`src/rtl/bma_pkg.sv`:
```
// Shared constants, codes and controller/datapath interface types for the buddy allocator.
// No dependencies; every other file refers to it by scoped names.
package bma_pkg;

  localparam int TOTAL_SIZE     = 1024;
  localparam int MIN_BLOCK_SIZE = 1;
  localparam int OWNER_BITS     = 8;
  localparam int LEVELS         = $clog2(TOTAL_SIZE);
  localparam int NODE_COUNT     = 2 * TOTAL_SIZE;
  localparam int NODE_W         = $clog2(NODE_COUNT);
  localparam int DEPTH_W        = 4;
  localparam int REQ_W          = 11;
  localparam int START_W        = 10;
  localparam int BSIZE_W        = 11;
  localparam int STATUS_W       = 2;

  localparam logic [STATUS_W-1:0] ST_ALLOC    = 2'd0;
  localparam logic [STATUS_W-1:0] ST_NOFIT    = 2'd1;
  localparam logic [STATUS_W-1:0] ST_FREED    = 2'd2;
  localparam logic [STATUS_W-1:0] ST_NOTFOUND = 2'd3;

  localparam logic [2:0] AS_NODE  = 3'd0;
  localparam logic [2:0] AS_LEFT  = 3'd1;
  localparam logic [2:0] AS_RIGHT = 3'd2;
  localparam logic [2:0] AS_MSIB  = 3'd3;
  localparam logic [2:0] AS_MPAR  = 3'd4;
  localparam logic [2:0] AS_CLR   = 3'd5;

  localparam logic [1:0] MV_HOLD = 2'd0;
  localparam logic [1:0] MV_LEFT = 2'd1;
  localparam logic [1:0] MV_NEXT = 2'd2;
  localparam logic [1:0] MV_UP   = 2'd3;

  typedef struct packed {
    logic                load;
    logic [2:0]          addr_sel;
    logic                wr_en;
    logic                wr_split;
    logic                wr_alloc;
    logic                wr_owner;
    logic [1:0]          move;
    logic                mload;
    logic                mup;
    logic                set_found;
    logic                clr_inc;
    logic                res_set;
    logic [STATUS_W-1:0] res_status;
    logic                out_load;
  } bma_cmd_t;

  typedef struct packed {
    logic is_free_cmd;
    logic too_big;
    logic split;
    logic alloc;
    logic owner_eq;
    logic deeper;
    logic at_need;
    logic at_bottom;
    logic is_root;
    logic is_left;
    logic m_root;
    logic found;
    logic clr_done;
    logic out_free;
  } bma_stat_t;

  // Ceiling log2 of the request, with zero and small sizes raised to the minimum block.
  function automatic logic [DEPTH_W-1:0] need_log2(input logic [REQ_W-1:0] req);
    logic [REQ_W-1:0] n;
    logic [DEPTH_W-1:0] k;
    n = (req < REQ_W'(MIN_BLOCK_SIZE)) ? REQ_W'(MIN_BLOCK_SIZE) : req;
    k = DEPTH_W'(REQ_W);
    for (int i = REQ_W; i >= 0; i--) begin
      if ({1'b0, n} <= ((REQ_W + 1)'(1) << i)) k = DEPTH_W'(i);
    end
    return k;
  endfunction

endpackage

```
`src/rtl/bma_ctrl.sv`:
```
// Controller state machine of the buddy allocator: walks the node tree one step at a time.
// Depends on bma_pkg; drives bma_dp through a command struct and reads its status struct.
module bma_ctrl (
  input  logic               clk,
  input  logic               rst,
  input  logic               in_valid,
  output logic               in_ready,
  input  bma_pkg::bma_stat_t stat,
  output bma_pkg::bma_cmd_t  cmd
);

  localparam logic [3:0] S_CLR   = 4'd0;
  localparam logic [3:0] S_IDLE  = 4'd1;
  localparam logic [3:0] S_A_RD  = 4'd2;
  localparam logic [3:0] S_A_EV  = 4'd3;
  localparam logic [3:0] S_A_SPL = 4'd4;
  localparam logic [3:0] S_A_SPR = 4'd5;
  localparam logic [3:0] S_A_RET = 4'd6;
  localparam logic [3:0] S_F_RD  = 4'd7;
  localparam logic [3:0] S_F_EV  = 4'd8;
  localparam logic [3:0] S_F_RET = 4'd9;
  localparam logic [3:0] S_M_RD  = 4'd10;
  localparam logic [3:0] S_M_EV  = 4'd11;
  localparam logic [3:0] S_DONE  = 4'd12;

  logic [3:0] state, state_next;

  always_ff @(posedge clk) begin
    if (rst) begin
      state <= S_CLR;
    end else begin
      state <= state_next;
    end
  end

  assign in_ready = (state == S_IDLE);

  always_comb begin
    cmd = '0;
    cmd.addr_sel = bma_pkg::AS_NODE;
    cmd.move = bma_pkg::MV_HOLD;
    cmd.res_status = bma_pkg::ST_NOFIT;
    state_next = state;
    case (state)
      S_CLR: begin
        cmd.addr_sel = bma_pkg::AS_CLR;
        cmd.wr_en = 1'b1;
        cmd.clr_inc = 1'b1;
        if (stat.clr_done) state_next = S_IDLE;
      end
      S_IDLE: begin
        if (in_valid) begin
          cmd.load = 1'b1;
          state_next = S_A_RD;
        end
      end
      S_A_RD: begin
        if (stat.is_free_cmd) begin
          state_next = S_F_EV;
        end else if (stat.too_big) begin
          cmd.res_set = 1'b1;
          cmd.res_status = bma_pkg::ST_NOFIT;
          state_next = S_DONE;
        end else begin
          state_next = S_A_EV;
        end
      end
      S_A_EV: begin
        if (stat.alloc || stat.deeper) begin
          state_next = S_A_RET;
        end else if (!stat.split && stat.at_need) begin
          cmd.wr_en = 1'b1;
          cmd.wr_alloc = 1'b1;
          cmd.wr_owner = 1'b1;
          cmd.res_set = 1'b1;
          cmd.res_status = bma_pkg::ST_ALLOC;
          state_next = S_DONE;
        end else if (stat.at_bottom) begin
          state_next = S_A_RET;
        end else if (!stat.split) begin
          cmd.wr_en = 1'b1;
          cmd.wr_split = 1'b1;
          state_next = S_A_SPL;
        end else begin
          cmd.move = bma_pkg::MV_LEFT;
          state_next = S_A_RD;
        end
      end
      S_A_SPL: begin
        cmd.addr_sel = bma_pkg::AS_LEFT;
        cmd.wr_en = 1'b1;
        state_next = S_A_SPR;
      end
      S_A_SPR: begin
        cmd.addr_sel = bma_pkg::AS_RIGHT;
        cmd.wr_en = 1'b1;
        cmd.move = bma_pkg::MV_LEFT;
        state_next = S_A_RD;
      end
      S_A_RET: begin
        if (stat.is_root) begin
          cmd.res_set = 1'b1;
          cmd.res_status = bma_pkg::ST_NOFIT;
          state_next = S_DONE;
        end else if (stat.is_left) begin
          cmd.move = bma_pkg::MV_NEXT;
          state_next = S_A_RD;
        end else begin
          cmd.move = bma_pkg::MV_UP;
        end
      end
      S_F_RD: begin
        state_next = S_F_EV;
      end
      S_F_EV: begin
        if (stat.split) begin
          cmd.move = bma_pkg::MV_LEFT;
          state_next = S_F_RD;
        end else if (stat.alloc && stat.owner_eq) begin
          cmd.wr_en = 1'b1;
          cmd.mload = 1'b1;
          cmd.set_found = 1'b1;
          state_next = S_M_RD;
        end else begin
          state_next = S_F_RET;
        end
      end
      S_F_RET: begin
        if (stat.is_root) begin
          cmd.res_set = 1'b1;
          cmd.res_status = stat.found ? bma_pkg::ST_FREED : bma_pkg::ST_NOTFOUND;
          state_next = S_DONE;
        end else if (stat.is_left) begin
          cmd.move = bma_pkg::MV_NEXT;
          state_next = S_F_RD;
        end else begin
          cmd.move = bma_pkg::MV_UP;
        end
      end
      S_M_RD: begin
        cmd.addr_sel = bma_pkg::AS_MSIB;
        state_next = stat.m_root ? S_F_RET : S_M_EV;
      end
      S_M_EV: begin
        if (stat.split || stat.alloc) begin
          state_next = S_F_RET;
        end else begin
          cmd.addr_sel = bma_pkg::AS_MPAR;
          cmd.wr_en = 1'b1;
          cmd.mup = 1'b1;
          state_next = S_M_RD;
        end
      end
      S_DONE: begin
        if (stat.out_free) begin
          cmd.out_load = 1'b1;
          state_next = S_IDLE;
        end
      end
      default: begin
        state_next = S_IDLE;
      end
    endcase
  end

endmodule

```
`config.mk`:
```
export PLATFORM = sky130hd
export DESIGN_NAME = bma_ctrl
export DESIGN_NICKNAME = d
export VERILOG_FILES = /design/src/rtl/bma_pkg.sv /design/src/rtl/bma_ctrl.sv
export SDC_FILE = /design/constraint.sdc
export NUM_CORES = 1
export LEC_CHECK = 0
export BUFFER_PORTS_ARGS = -buffer_cell sky130_fd_sc_hd__buf_2
export CAP_MARGIN = 15
export CORE_ASPECT_RATIO = 0.8
export CORE_MARGIN = 5
export CORE_UTILIZATION = 23
export DETAILED_ROUTE_END_ITERATION = 7
export PLACE_DENSITY = 0.46
export SYNTH_ARGS = -nofsm -noshare
export SYNTH_HDL_FRONTEND = slang
export SYNTH_SLANG_ARGS = --single-unit
```
`constraint.sdc`:
```
create_clock -name clk -period 1.6 [get_ports clk]
set_input_delay 0.08 -clock clk [delete_from_list [all_inputs] [get_ports clk]]
set_output_delay 0.08 -clock clk [all_outputs]
set_load 0.01 [all_outputs]
```
### After elaboration in Yosys (flattened, before gate mapping)

Cells that the tools add are included.

* register bits: 4
* bits in latches: 0
* memory bits (writable): 0
* bits in read-only memories: 0
* input bits: 17
* output and inout bits: 19
* word-level logic and storage cells: 79
* memories kept: 0

* add/sub/neg operators: 0
* $mul: 0
* div/mod/pow operators: 0
* order comparisons: 0
* eq/ne operators: 17
* shift operators: 0
* multiplexer cells: 52
* bitwise gates (word level): 0
* reductions and logical operators: 9

Operator list (count)
* $mux 4: 14
* $pmux 4 s13: 1
* $mux 3: 8
* $eq 4x4->1 const B: 5
* $mux 1: 17
* $eq 4x3->1 const B: 4
* $pmux 3 s5: 1
* $mux 2: 7
* $pmux 3 s4: 1
* $eq 4x2->1 const B: 2
* $pmux 2 s4: 1
* $mux 6: 1
* $ne 2x2->1 const B: 3
* $ne 3x3->1 const B: 2
* $reduce_and 5->1: 1
* $eq 4x1->1 const B: 1
* $logic_not 4->1: 1
* $pmux 1 s4: 1
* $reduce_or 3->1: 1
* $logic_and 1x1->1: 2
* $logic_or 1x1->1: 2
* $reduce_or 2->1: 1
* $logic_not 1->1: 1

### Longest topological paths before layout

Gate-level depths: netlist of the first run.

* depth after elaboration: 5
* gate-level depth with buffers: 7

### Worst setup path before layout of the first run

OpenSTA, ideal clock, no wires.

* kind: reg-to-output
* start: register state[1]
* end: output cmd[7] in the netlist's numbering
* data arrival time: 1456 ps
* data required time: 1520 ps
* setup slack: 64 ps
* stages on the path, launching flop included: 6
* path buffers: 4
* cells stage by stage: dfxtp_1 -> buf_6 -> clkbuf_8 -> buf_2 -> nor4_1 -> buf_4

RTL lines
* from (decl): line bma_ctrl.sv:26 `logic [3:0] state, state_next;`
* from (signal assigned): line bma_ctrl.sv:32 `state <= state_next;`
* to (decl): line bma_ctrl.sv:9 `output bma_pkg::bma_cmd_t cmd`

==> metrics.txt, run 1 <==
die width about 80 um; Max VDD drop ~240 uV; clk root buf clkbuf_8; setup_tns 0 ps; Layout area overhead 35.1%; Syn Nets 130; area of the die between 0.005 and 0.006 sq mm; per-cell routed wire length approximately 15 um; Final Critical Period about 1500 ps; Leakage about 0.48 nW; H-tree level count 1; Fin Clk Skew roughly 1.8 ps; top flop regs state (4); uppermost layer routed met4; critical path cell sequence buf_6 -> nor2b_1 -> nand2_1 -> a21boi_1 -> a311o_1 -> buf_2; final core occ 31.5%; Buf/Inv on CP 2; synth cell count leaders nor2_1, nand2_1, nand3_1, a21oi_1, buf_6; via count between 1000 and 1500; Initial DRC Count 86; vias in the first global route 955; slowest CP cell dfxtp_4; hold slack 90.1 ps; first-pass GRT wire length 4.60 mm; fmax around 660 MHz; core area between 0.003 and 0.004 sq mm; met3 routed WL roughly 220 um; Distinct cells, synth 48; CTS Buffer Depth 2; Top reg by flops state; power density over cell area roughly 680 mW/mm^2; Overflow after GRT 0; Post-DP Area 0.00107 sq mm; DRC errors left 0; register area share after synthesis 9.20%; Mean Syn Cell Area roughly 7.7 sq um; cell with the most instances after synthesis nor2_1; Initial Utilization 23.4%; layout cell share with drive strength beyond 1 51.6%; Critical Setup Path Class flip-flop to output port; Worst Max-Slew Pin Slew ~380 ps; FP Rows 20; status complete, no violations; Max Cap Viol 0; final worst path period share roughly 95%; Max FO, Critical Path 10; dpl ws -5.26 ps; Slew HR roughly three quarters; CTS clk-pin slew, worst paths approximately 30 ps; cts hold-fix bufs 0; met2 routed WL around 1.3 mm; Net count, final 172; # IOs 36; Top Family by Delay on Critical Path flip-flops; Final Cell Area 0.00118 sq mm; Synth area leaders dfxtp_1, buf_6, nor2_1, clkbuf_8, mux2i_1; Setup crit end kind output port; final hold vios 0; Die Span Y roughly 65 um; vias per std cell roughly 5.2; Num CTS Buffers 3; CTS Sinks 4; Post-Syn Area approximately 870 sq um; first-pass detailed-route iteration total 4; unrepaired setup endpoints after global routing false; met1 wire length ~1.3 mm; Largest register FFs 4; clock latency on the worst-skew pair 210 ps; Slew Viols, Final 0; largest net degree at the start of global routing 15; Setup WS post-layout 87.0 ps; top_reg_cell synth dfxtp_1; initial antenna violation count 0; Final ANT Viol Nets 0; drt total wl 2.88 mm; Total GRT Usage roughly 11%; yosys warns 0; Post-synth EDFFs 0; DP Wirelength about 2.4 mm; I/O Buffers 35; Final setup viols 0; top cell type by total area after synthesis dfxtp_1; Cells after Synth 113; # diodes 0; CP peak stage delay 370 ps; Hold Crit Class input pin to flip-flop; TritonCTS clock tree done; worst path arrival time roughly 1400 ps; FF+latch count, synth 4; Worst EP required approximately 1500 ps; CP Launch Type flip-flop; share of the synthesized area in the top cell type a little under a tenth; RD Place Congestion 0.880; Synth async-reset ratio 0%
## metal layers
layer / global-route usage (%) / vias to the layer above
li1: - / 503
met1: 15.3 / 476
met2: 18.0 / 34
met3: 2.92 / 2
met4: 1.97 / 0
met5: 0 / -
## area by class of cell
cell class | count | area (sq um)
well taps | 44 | 55.1
flip-flops and latches | 4 | 92.6
clock buffers | 3 | 41.3
inverters | 4 | 15.0
repair buffers | 48 | 277
fillers | 413 | 2550
multi-input cells | 94 | 696
## layout by cell type (no fill, tap or decap), types with 2 or more instances in the layout
cell | Yosys | layout
a31oi_1 | 3 | 3
mux2i_1 | 4 | 4
nand2b_1 | 4 | 3
and4bb_4 | 2 | 2
nor2b_1 | 3 | 3
nand3b_1 | 2 | 2
buf_2 | 1 | 35
nor2_2 | 4 | 3
o21ai_0 | 2 | 2
nor2_1 | 15 | 15
nor4_2 | 1 | 3
buf_4 | 2 | 12
inv_1 | 3 | 3
a21oi_1 | 5 | 5
nand2_1 | 8 | 8
clkbuf_8 | 3 | 3
dfxtp_4 | 0 | 3
nand3_1 | 6 | 5
nor3_2 | 0 | 2
a211oi_1 | 2 | 2
nor3_1 | 4 | 2
nor4b_2 | 2 | 2
## final timing paths
kind	slack, ps	to	cells after the start	from
max	90	cmd[3]	6	state[0]$_SDFFE_PP0P_
min	90	state[3]$_SDFFE_PP0P_	2	rst
max reg2reg	140	state[1]$_SDFFE_PP0P_	5	state[2]$_SDFFE_PP0P_
min reg2reg	610	state[0]$_SDFFE_PP0P_	2	state[0]$_SDFFE_PP0P_
## worst reg2reg max path, cell delays in order, from the launching register on
cell and delay (ps):
dfxtp_4 370, buf_4 160, nand2b_2 230, a2111oi_0 410, a211oi_1 90, a21oi_1 130
## logic make-up (layout without fill, tap and decap cells)
group | Yosys count | after routing | synth area share, %
buffers and inverters | 15 | 55 | 15.2
muxes | 4 | 4 | 4.60
DFF | 4 | 4 | 9.20
AOI/OAI and AO/OA | 30 | 30 | 28.4
and+or+nand+nor | 60 | 60 | 42.5
## power breakdown
part / internal [mW] / switching, mW / leakage, nW
Sequential: 0.114 / 0.0310 / 0.0353
Clock: 0.160 / 0.0476 / 0.0216
Combinational: 0.202 / 0.242 / 0.424
Total: 0.477 / 0.321 / 0.480
## through the flow
step                      total power, mW  std cells
after floorplan                     0.446        113
after global placement              0.562        192
after detailed placement            0.563        192
after CTS                           0.784        195
after global routing                0.865        197
final                               0.797        197
## what timing repair did
item | in CTS | in global routing
gates resized for setup | 6 | 10
pin swaps | 0 | 1
setup endpoints to repair | 11 | 10
buffers inserted | 0 | 2
No activity file was read; power rests on OpenSTA's default activity.
==> run 2: changes to the inputs <==
- ABC_AREA: default -> 0
- PLACE_DENSITY: 0.46 -> default
- PLACE_DENSITY_LB_ADDON: default -> 0.05
==> run 2 against run 1 <==
Effect of this change:
- total power grew 11%
- register-to-register slack lost 90 ps
- largest cell class unchanged
- flip-flop and latch count is the same
- non-clock buffer count grew 18
- die area is the same
==> metrics.txt, run 2 (synthesized netlist as in run 1, its figures left out) <==
status complete, no violations; CP peak stage delay 350 ps; final core occ between 30 and 40%; power density over cell area 669 mW/mm^2; Power, Total ~890 uW; Slew HR about three quarters; Final Critical Period about 1600 ps; core area approximately 0.0037 sq mm; cell repeated most along the worst path buf_6; clock latency on the worst-skew pair between 200 and 250 ps; slowest CP cell dfxtp_4; Worst EP required about 1500 ps; clk root buf clkbuf_8; die width approximately 79 um; fmax between 600 and 700 MHz; I/O Buffers 35; Worst Max-Slew Pin Slew 366 ps; Net count, final 190; setup_tns 0 ps; TritonCTS clock tree done; CTS Sinks 4; Max VDD drop between 200 and 250 uV; largest net degree at the start of global routing 11; Fin Clk Skew between 1.5 and 2 ps; vias per std cell between 5 and 6; drt total wl between 3 and 4 mm; via count between 1000 and 1500; area of the die a little over 0.005 sq mm; Largest register FFs 4; Final setup viols 0; Overflow after GRT 0; cts hold-fix bufs 0; # diodes 0; vias in the first global route 1048; DRC errors left 0; Max FO, Critical Path 5; Max Cap Viol 0; Initial Utilization between 20% and 30%; CTS clk-pin slew, worst paths 30 ps; Hold Crit Class input pin to flip-flop; Final ANT Viol Nets 0; final hold vios 0; Setup crit end kind output port; Comb pwr share slightly below 60%; Register Area 95.1 sq um; Layout area overhead 52.3%; # IOs 36; Seq pwr share 15.9%; commonest cells after routing, fill and taps aside buf_2, buf_4, nor2_1; multi-input combinational cell area around 700 sq um; per-cell routed wire length about 15 um; unrepaired setup endpoints after global routing true; Critical Setup Path Class flip-flop to output port; Die Span Y around 65 um; Top reg by flops state; FP Rows 20; first-pass detailed-route iteration total 4; Post-Place Cells 200; top flop regs state (4); most common cell after layout, fill and taps aside buf_2; final worst path period share between 90% and 100%; Post-DP Area between 0.001 and 0.0015 sq mm; clock network power share between 20% and 30%; first-pass GRT wire length roughly 5 mm; initial antenna violation count 0; Num CTS Buffers 3; CTS Buffer Depth 2; CP Launch Type flip-flop; Layout Cells excl Fill approximately 220; Total GRT Usage between 10% and 20%; H-tree level count 1; Initial DRC Count between 60 and 70; worst path arrival time between 1000 and 1500 ps; Final Cell Area approximately 0.0013 sq mm; Pint between 500 and 600 uW; critical path cell sequence buf_6 -> buf_6 -> nor2_4 -> nand3_2 -> nor4_1 -> buf_2; Slew Viols, Final 0; Leakage 0.574 nW; Sw Share about two fifths; Psw 351 uW; FILL cells between 400 and 500; DP Wirelength ~2.5 mm; layout cell share with drive strength beyond 1 about 57%; RD Place Congestion between 0.7 and 0.8
[run 2: critical path: cells and delay by family (launching register included)]
kind | cells | cell delay, ps
simple gates | 3 | 500
buf+inv | 3 | 410
flops | 1 | 350
[run 2: final cells by class]
cell class | count | area share, %
Multi-Input combinational cell | 94 | 52.0
Timing Repair Buffer | 66 | 32.5
Sequential cell | 4 | 7.17
Tap cell | 44 | 4.15
Clock buffer | 3 | 3.11
Inverter | 4 | 1.13
[run 2: metrics by stage]
stage | setup WS, ps | hold WS, ps
4_1_cts | 2.68 | 107
3_3_place_gp | -59.8 | 351
5_1_grt | -37.2 | 109
6_report | 34.0 | 109
2_1_floorplan | 63.6 | 149
3_5_place_dp | -35.3 | 349
[run 2: what timing repair did]
item                                    CTS  global route
buffers inserted                          1            11
resized for setup                         9            16
endpoints found under the setup margin   16            10
pin swaps                                 1             5
[run 2: final timing paths]
kind                            slack (ps)                     to  cells after the start                   from
worst max-delay path                    30                cmd[12]                      6  state[3]$_SDFFE_PP0P_
worst min-delay path                   110  state[3]$_SDFFE_PP0P_                      2                    rst
worst max register to register          50  state[0]$_SDFFE_PP0P_                      5  state[0]$_SDFFE_PP0P_
worst min register to register         690  state[3]$_SDFFE_PP0P_                      3  state[0]$_SDFFE_PP0P_
[run 2: metal layers]
| metal | global-route usage, % | vias up | wire length, um |
|---|---|---|---|
| met3 | 2.36 | 5 | 217 |
| met1 | 18.3 | 502 | 1580 |
| met5 | 0 | - | 0 |
| li1 | - | 538 | - |
| met2 | 18.3 | 40 | 1390 |
| met4 | 2.62 | 0 | 33 |
[run 2: power by group through the flow]
stage,Clock [mW],Combinational [mW],Sequential [mW]
2_1_floorplan,0,0.327,0.120
3_3_place_gp,0,0.454,0.146
3_5_place_dp,0,0.447,0.147
4_1_cts,0.225,0.461,0.150
5_1_grt,0.238,0.579,0.144
6_report,0.220,0.527,0.141
